===== config.mk =====
export PLATFORM = sky130hd
export DESIGN_NAME = tcw_addr
export DESIGN_NICKNAME = d
export VERILOG_FILES = /design/src/hdl/tcw_pkg.sv /design/src/hdl/tcw_addr.sv
export SDC_FILE = /design/constraint.sdc
export NUM_CORES = 1
export LEC_CHECK = 0
export CAP_MARGIN = 10
export CORE_AREA = 2 2 39 41
export DETAILED_ROUTE_END_ITERATION = 12
export DIE_AREA = 0 0 41 43
export DONT_BUFFER_PORTS = 1
export PLACE_DENSITY = 0.3
export SLEW_MARGIN = 10
export SYNTH_ARGS = -nofsm -noshare
export SYNTH_HDL_FRONTEND = slang
export SYNTH_SLANG_ARGS = --single-unit

===== constraint.sdc =====
create_clock -name vclk -period 2
set_clock_uncertainty 0.1 [all_clocks]
set_input_delay 0.3 -clock vclk [all_inputs]
set_output_delay 0.3 -clock vclk [all_outputs]
set_load 0.05 [all_outputs]

===== src/hdl/tcw_pkg.sv =====
package tcw_pkg;

	// payload field widths
	localparam int unsigned REQ_W      = 3;
	localparam int unsigned CHAR_W     = 8;
	localparam int unsigned ATTR_W     = 8;
	localparam int unsigned TCOL_W     = 7;
	localparam int unsigned TROW_W     = 5;
	localparam int unsigned COL_W      = 7;
	localparam int unsigned ROW_W      = 6;
	localparam int unsigned CELL_W     = 16;
	localparam int unsigned CFG_IDX_W  = 1;
	localparam int unsigned CFG_DATA_W = 8;
	localparam int unsigned COLS_W     = 8;
	localparam int unsigned ROWS_W     = 6;

	// default geometry limits
	localparam int unsigned DEF_MAX_COLS  = 128;
	localparam int unsigned DEF_MAX_ROWS  = 32;
	localparam int unsigned DEF_TAB_WIDTH = 4;

	// register reset values
	localparam logic [COLS_W-1:0] RESET_COLUMNS = 8'd80;
	localparam logic [ROWS_W-1:0] RESET_ROWS    = 6'd25;
	localparam logic [ATTR_W-1:0] RESET_ATTR    = 8'h07;

	// cell and character codes
	localparam logic [CELL_W-1:0] BLANK_CELL = 16'h0f00;
	localparam logic [CELL_W-1:0] CLEAR_CELL = 16'h0000;
	localparam logic [CHAR_W-1:0] CH_NUL     = 8'h00;
	localparam logic [CHAR_W-1:0] CH_TAB     = 8'h09;
	localparam logic [CHAR_W-1:0] CH_NL      = 8'h0a;
	localparam logic [CHAR_W-1:0] CH_ESC     = 8'h1b;
	localparam logic [CHAR_W-1:0] CH_SPACE   = 8'h20;

	// configuration register indexes
	localparam logic [CFG_IDX_W-1:0] CFG_COLUMNS = 1'b0;
	localparam logic [CFG_IDX_W-1:0] CFG_ROWS    = 1'b1;

	typedef enum logic [REQ_W-1:0] {
		REQ_PUT   = 3'd0,
		REQ_CLEAR = 3'd1,
		REQ_LEFT  = 3'd2,
		REQ_RIGHT = 3'd3,
		REQ_UP    = 3'd4,
		REQ_DOWN  = 3'd5,
		REQ_MOVE  = 3'd6,
		REQ_READ  = 3'd7
	} tcw_req_t;

	typedef enum logic [2:0] {
		ST_CLEAR,
		ST_IDLE,
		ST_PRINT,
		ST_SCROLL,
		ST_READ,
		ST_HOLD
	} tcw_state_t;

endpackage


===== src/hdl/tcw_addr.sv =====
module tcw_addr import tcw_pkg::*; #(
	parameter int unsigned MAX_COLS = DEF_MAX_COLS,
	parameter int unsigned MAX_ROWS = DEF_MAX_ROWS,
	parameter int unsigned RW       = $clog2(MAX_ROWS),
	parameter int unsigned AW       = $clog2(MAX_COLS * MAX_ROWS)
) (
	input  logic [RW-1:0]    top_line,
	input  logic [COL_W-1:0] col,
	input  logic [ROW_W-1:0] row,
	output logic [AW-1:0]    addr
);

	logic [ROW_W:0] sum;
	logic [ROW_W:0] prow;

	// logical row to physical ring row, then row-major cell index
	always_comb begin
		sum  = (ROW_W+1)'(top_line) + (ROW_W+1)'(row);
		prow = (sum >= (ROW_W+1)'(MAX_ROWS)) ? sum - (ROW_W+1)'(MAX_ROWS) : sum;
		addr = AW'(prow[RW-1:0]) * AW'(MAX_COLS) + AW'(col);
	end

endmodule


==> results of run 1 <==
-- cell families (layout without fill, tap and decap cells) --
logic type      Yosys count  count (layout)
simple gates              3               3
compound gates            3               3
xor+xnor                  4               4
fa+ha+maj                 5               5
buf+inv                  11               7
-- power groups by stage --
stage | clock [mW] | combinational [mW] | sequential (mW)
finish | 0 | 0.142 | 0
global route | 0 | 0.150 | 0
CTS | 0 | 0.130 | 0
detailed placement | 0 | 0.130 | 0
global placement | 0 | 0.128 | 0
floorplan | 0 | 0.147 | 0
-- critical path, stage by stage --
cell	delay [ns]
ha_1	0.15
inv_1	0.06
fa_1	0.39
nand2b_1	0.19
a21oi_4	0.18
xnor2_4	0.22
-- final cells by class --
type,count,share of cell area (%)
multi-input combinational,15,75.53
timing repair buffer,3,9.574
tap,16,8.511
inverter,4,6.383
-- metal layers --
metal | global-route usage (%) | wire (um)
met5 | 0 | 0
met1 | 5.397 | 138
met2 | 9.688 | 197
met4 | 0 | 0
met3 | 1.571 | 115
-- cell usage after synthesis --
library cell | count | area, um^2
a21o_1 | 1 | 7.510
nand2b_1 | 1 | 6.260
nor2_1 | 2 | 7.510
ha_1 | 4 | 50.05
xnor2_1 | 4 | 35.03
fa_1 | 1 | 20.02
a21oi_2 | 1 | 8.760
inv_1 | 4 | 15.01
a21oi_1 | 1 | 5.000
buf_4 | 7 | 52.55
-- final timing paths --
check	startpoint	end	slack, ns	cells after the start
hold / removal	col[4]	addr[4]	0.50	0
setup / recovery	top_line[0]	addr[11]	0.10	6
-- repair_timing --
action / CTS / global route
setup endpoints to repair: 0 / 1
gates resized for setup: 0 / 3
hold buffers: 0 / 0
endpoints found under the hold margin: 0 / 0
==> results.md, run 1 <==
- Status: finished, final reports clean
- Placer Congestion: 0.6803
- Final wirelength: 451 um
- Initial antenna violation count: 0
- Sw Ratio: 67.71%
- Multiplexer area fraction after synthesis: 0%
- ANT cells: 0
- Tot GR Track Use: 5.100%
- XOR/XNOR Fraction of Synth Area: 16.87%
- Peak Freq: 0.5270 GHz
- Number of cell rows: 14
- Syn_nets: 49
- Internal power: 45.70 uW
- Die area: 1763 um^2
- Worst setup margin: 0.1024 ns
- # setup viols final: 0
- Setup Fix Bufs, Post-CTS: 0
- Placed cell areas: 212.7 um^2
- Via-per-instance ratio: 3.974
- # fillers: 153
- Post-Layout Cell Count: 38
- Seq_cells: 0
- Max_slew headroom: 70.82%
- Commonest non-fill, non-tap cells in the layout: inv_1 (4), ha_1 (4), buf_4 (3), xnor2_1 (2), nor2_1 (2)
- Die H: 43 um
- Dpl ws: 0.02391 ns
- Worst hold margin: 0.5001 ns
- WL/cell: 11.87 um
- CP Max Fanout: 2
- Drt first pass iters: 1
- Synth Cell Area: 207.7 um^2
- Final Core Density: 17.00%
- Final net count: 47
- GRT Residual Overflow: 0
- HP Class: in2out
- Main combinational cell family by area after synthesis: adder cells
- Area of the multi-input gates: 177.7 um^2
- Hold Fails Final Rpt: 0
- CP endpoint kind: primary output
- Share of layout cells above drive strength 1: 31.82%
- Register area share after synthesis: 0%
- P&R area growth vs syn: 13.25%
- Total power: 141.5 uW
- Warnings from Yosys: 0
- Fin. max-slew vios: 0
- ANT nets after route: 0
- RSZ-0062 raised after global routing: false
- Logic gate share of total power: 100.0%
- Clk network pwr share: 0%
- Worst-Margin Slew: 0.4384 ns
- Drt first-iter violations: 0
- MaxCap Viol Count: 0
- Syn Inst Count: 26
- WS Path Type: in2out
- Chip width: 41 um
- Pwr/cell area: 601.6 nW/um^2
- Core area: 1384 um^2
- Synth unique cells: 10
- Vias in the first global route: 153
- Ports: 30
- Fin area: 235.2 um^2
- Placed cell count: 38
- CLK BUF: 0
- Adder-Cell Fraction of Synth Area: 33.73%
- Port Buffer Count: 0
- Worst endpoint data arrival time: 1.50 ns
- Largest net degree at the start of global routing: 4
- First-pass GRT wire length: 662 um
- Share of power burned in registers: 0%
- Vias: 151
- Mean area per synthesized cell: 7.988 um^2
- Leak: 0.1103 nW
- Initial Utilization: 15.01%
- Sum of negative setup slack: 0 ns
- Synth Area in Compound Gates: 10.24%
- Reg area: 0 um^2
- Startpoint types: primary input
- DRC Markers: 0
- Period minus WS final: 1.898 ns
- Required time worst endpoint: 1.60 ns
- Max VDD drop: 0.2383 mV
- Switching power: 95.82 uW
- Period utilization: 94.88%
- Simple-gate portion of the synthesized area: 6.627%
Note: power is estimated with default switching activity, not from simulation.
==> inputs of run 2 (changes only) <==
--- a/config.mk
+++ b/config.mk
@@ -11,6 +11,7 @@
 export DIE_AREA = 0 0 41 43
 export DONT_BUFFER_PORTS = 1
 export PLACE_DENSITY = 0.3
+export REMOVE_ABC_BUFFERS = 1
 export SLEW_MARGIN = 10
 export SYNTH_ARGS = -nofsm -noshare
 export SYNTH_HDL_FRONTEND = slang
==> results.md, run 2 (synthesis results as in run 1) <==
- Status: finished, final reports clean
- Hold-fix buffers, CTS: 0 (unchanged)
- Drt first-iter violations: 0 (unchanged)
- ANT nets after route: 0 (unchanged)
- Die area: 1763 um^2 (unchanged)
- Initial antenna violation count: 0 (unchanged)
- Leak: 0.09607 nW (-13%)
- Die H: 43 um (unchanged)
- CP Max Fanout: 2 (unchanged)
- Via-per-instance ratio: 3.816 (-4.0%)
- P&R area growth vs syn: -1.807%
- Tot GR Track Use: 4.100% (-1.0 points)
- Chip width: 41 um (unchanged)
- Core area: 1384 um^2 (unchanged)
- Vias: 145 (-4.0%)
- Reg area: 0 um^2 (unchanged)
- Worst-Margin Slew: 0.4412 ns (+0.002788 ns)
- Fin. max-slew vios: 0 (unchanged)
- Sum of negative setup slack: 0 ns (unchanged)
- Total power: 127.6 uW (-9.8%)
- Max_slew headroom: 70.64% (-0.19 points)
- Final Core Density: 14.74% (-2.3 points)
- Seq_cells: 0 (unchanged)
- Max VDD drop: 0.1699 mV (-29%)
- Vias in the first global route: 151 (-1.3%)
- Final net count: 47 (unchanged)
- Routing usage on met2: 5.938% (-3.8 points)
- Placed cell count: 38 (unchanged)
- ANT cells: 0 (unchanged)
- Fin area: 203.9 um^2 (-13%)
- Period utilization: 94.27% (-0.61 points)
- Worst endpoint data arrival time: 1.49 ns (about the same)
- CLK BUF: 0 (unchanged)
- MaxCap Viol Count: 0 (unchanged)
- Port Buffer Count: 0 (unchanged)
- Initial Utilization: 15.01% (unchanged)
- Pwr/cell area: 625.8 nW/um^2 (+4.0%)
- HP Class: in2out
- Peak Freq: 0.5304 GHz (+0.65%)
- CP endpoint kind: primary output
- Drt first pass iters: 1 (unchanged)
- Met1 usage: 4.444% (-0.95 points)
- Gr busiest metal: met2
- Hold Fails Final Rpt: 0 (unchanged)
- Commonest non-fill, non-tap cells in the layout: inv_1 (4), xnor2_1 (4), ha_1 (4), buf_4 (3)
- Share of layout cells above drive strength 1: 27.27% (-4.5 points)
- GRT Residual Overflow: 0 (unchanged)
- Ports: 30 (unchanged)
- Dpl ws: 0.03250 ns (+0.008589 ns)
- Worst hold margin: 0.5003 ns (+0.0002730 ns)
- Placer Congestion: 0.6616 (-2.7%)
- WL/cell: 9.526 um (-20%)
- Global routing usage on met3: 4.188% (+2.6 points)
- DRC Markers: 0 (unchanged)
- Required time worst endpoint: 1.60 ns (about the same)
- WS Path Type: in2out
- First-pass GRT wire length: 552 um (-17%)
- Number of cell rows: 14 (unchanged)
- Largest net degree at the start of global routing: 4 (unchanged)
- Period minus WS final: 1.885 ns (-0.01217 ns)
- RSZ-0062 raised after global routing: false
- # setup viols final: 0 (unchanged)
- Placed cell areas: 197.7 um^2 (-7.1%)
- Startpoint types: primary input
- Final wirelength: 362 um (-20%)
- Worst setup margin: 0.1146 ns (+0.01217 ns)
- Post-Layout Cell Count: 38 (unchanged)
[run 2: changes by cell type in the layout (fill, tap and decap cells not counted)]
cell     before  now
xnor2_1       2    4
a21oi_2       1    2
a21oi_4       1    0
fa_1          1    0
fa_2          0    1
xnor2_2       1    0
xnor2_4       1    0
[run 2: worst max-delay path, stage by stage]
cell and delay (ns):
ha_1 0.15, inv_1 0.06, fa_2 0.34, nand2b_1 0.16, a21oi_2 0.13, xnor2_1 0.12
buf_4 0.22
[run 2: layout make-up]
cell class,instances,area (um^2)
Timing Repair Buffer,3,22.52
Multi-Input combinational cell,15,146.4
Inverter,4,15.01
Tap cell,16,20.02
Fill cell,157,1180
[run 2: layer usage]
metal  vias up  routed length (um)
met3         0                 115
li1         66                   -
met4         0                   0
met5         -                   0
met2        26                 122
met1        53                 124
[run 2: final timing paths]
check / from / endpoint / slack [ns] / cells after the start
hold / removal: col[0] / addr[0] / 0.50 / 0
setup / recovery: top_line[0] / addr[11] / 0.11 / 7
[run 2: repair_timing]
item                                    4_1_cts  5_1_grt
setup buffers                                 0        0
endpoints found under the setup margin        0        1
gates resized for setup                       0        2
[run 2: power breakdown]
| part | switching, mW | total, mW | internal (mW) |
|---|---|---|---|
| Sequential | 0 | 0 | 0 |
| Combinational | 0.0887 | 0.128 | 0.0389 |
| Clock | 0 | 0 | 0 |
==> inputs of run 3 (changes only) <==
--- a/config.mk
+++ b/config.mk
@@ -12,6 +12,7 @@
 export DONT_BUFFER_PORTS = 1
 export PLACE_DENSITY = 0.3
 export REMOVE_ABC_BUFFERS = 1
+export SETUP_SLACK_MARGIN = 0.15
 export SLEW_MARGIN = 10
 export SYNTH_ARGS = -nofsm -noshare
 export SYNTH_HDL_FRONTEND = slang
==> constraint.sdc (replaced) <==
create_clock -name vclk -period 2.13
set_clock_uncertainty 0.1 [all_clocks]
set_input_delay 0.3195 -clock vclk [all_inputs]
set_output_delay 0.3195 -clock vclk [all_outputs]
set_load 0.05 [all_outputs]
==> results.md, run 3 (synthesis results as in run 1) <==
- Placer Congestion: 0.6616 (unchanged)
- Period minus WS final: 1.867 ns
- DRC Markers: 0 (unchanged)
- Ports: 30 (unchanged)
- Share of layout cells above drive strength 1: 43.48% (+16 points)
- Tot GR Track Use: 4.200% (+0.10 points)
- Hold_sp: col[0]
- Sum of negative setup slack: 0 ns (unchanged)
- Drt first pass iters: 1 (unchanged)
- Worst-Margin Slew: 0.4263 ns (-0.01490 ns)
- WL/cell: 9.718 um (+2.0%)
- Largest net degree at the start of global routing: 4 (unchanged)
- Final net count: 48 (+2.1%)
- GRT Residual Overflow: 0 (unchanged)
- Worst setup margin: 0.2626 ns (+0.1480 ns)
- Peak Freq: 0.5355 GHz
- Final wirelength: 379 um (+4.7%)
- Crit path max-delay family: adder cells
- Max_slew headroom: 71.55% (+0.91 points)
- Drt first-iter violations: 0 (unchanged)
- # fillers: 157 (unchanged)
- Initial antenna violation count: 0 (unchanged)
- Seq_cells: 0 (unchanged)
- Chip width: 41 um (unchanged)
- RSZ-0062 raised after global routing: false
- Hold Fails Final Rpt: 0 (unchanged)
- Cell Chain, Critical Path: ha_4 -> inv_2 -> fa_2 -> nand2b_4 -> a21oi_2 -> xnor2_1 -> buf_4
- Dpl ws: 0.1235 ns (+0.09100 ns)
- Vias in the first global route: 154 (+2.0%)
- Worst endpoint data arrival time: 1.45 ns (-0.04 ns)
- Required time worst endpoint: 1.71 ns (+0.11 ns)
- ANT cells: 0 (unchanged)
- Min-Delay Path Depth: 0 (unchanged)
- # setup viols final: 0 (unchanged)
- Die area: 1763 um^2 (unchanged)
- Vias: 149 (+2.8%)
- Max VDD drop: 0.1747 mV (+2.8%)
- Period utilization: 87.67%
- Final Core Density: 16.73% (+2.0 points)
- Port Buffer Count: 0 (unchanged)
- Core area: 1384 um^2 (unchanged)
- Die H: 43 um (unchanged)
- P&R area growth vs syn: 11.45%
- Number of cell rows: 14 (unchanged)
- CP endpoint kind: primary output
- Initial Utilization: 15.01% (unchanged)
- Startpoint types: primary input
- Placed cell count: 38 (unchanged)
- Pwr/cell area: 556.1 nW/um^2 (-11%)
- CLK BUF: 0 (unchanged)
- Post-Layout Cell Count: 39 (+2.6%)
- MaxCap Viol Count: 0 (unchanged)
- CP Buf/Inv Count: 2 (unchanged)
- Area of the multi-input gates: 166.4 um^2 (+14%)
- Status: finished, final reports clean
- Leak: 0.1075 nW (+12%)
- CP Max Fanout: 2 (unchanged)
- HP Class: in2out
- Fin. max-slew vios: 0 (unchanged)
- Worst-case hold path end point: addr[0]
- Commonest non-fill, non-tap cells in the layout: xnor2_1 (4), buf_4 (4), inv_1 (3), ha_1 (3)
- Slowest-stage cell, CP: fa_2
- First-pass GRT wire length: 565 um (+2.4%)
- Via-per-instance ratio: 3.821 (+0.12%)
- WS Path Type: in2out
- Max incr delay on CP: 0.35 ns (about the same)
- Reg area: 0 um^2 (unchanged)
- ANT nets after route: 0 (unchanged)
## run 3: timing repair
action / 4_1_cts / 5_1_grt
gates cloned: 0 / 0
buffers inserted: 0 / 1
pin swaps: 0 / 3
hold buffers: 0 / 0
hold endpoints to repair: 0 / 0
setup endpoints to repair: 1 / 1
resized for setup: 2 / 4
## run 3: power breakdown
group	internal, mW	leakage, nW	switching (mW)	total, mW
registers	0	0	0	0
logic	0.0438	0.107	0.0849	0.129
clock network	0	0	0	0
total	0.0438	0.107	0.0849	0.129
## run 3: area by class of cell
class	count	area share [%]
Inverter	4	6.486
Multi-Input combinational cell	15	71.89
Tap cell	16	8.649
Timing Repair Buffer	4	12.97
## run 3: how the worst max path moves through the flow
stage | from | end | slack, ns | cells after the start
2_1_floorplan | top_line[0] | addr[11] | -0.03 | 6
3_3_place_gp | top_line[0] | addr[11] | 0.14 | 7
3_5_place_dp | top_line[0] | addr[11] | 0.12 | 7
4_1_cts | top_line[0] | addr[11] | 0.19 | 7
5_1_grt | top_line[0] | addr[11] | 0.19 | 7
6_report | top_line[0] | addr[11] | 0.26 | 7
## run 3: through the flow
step / hold slack, ns / total power [mW] / cell area (um^2)
finish: 0.5393 / 0.1287 / 231.5
global route: 0.5393 / 0.1360 / 231.5
CTS: 0.5395 / 0.1211 / 203.9
detailed placement: 0.5395 / 0.1183 / 197.7
global placement: 0.5395 / 0.1176 / 197.7
floorplan: 0.5390 / 0.09521 / 155.1
## run 3: metal layers
layer  vias up  part of all wire, %  global-route usage (%)  wire, um
li1         68                    -                       -         -
met1        55                   39                   4.762       147
met2        26                   33                   5.938       126
met3         0                   28                   4.188       106
met4         0                    0                       0         0
met5         -                    0                       0         0
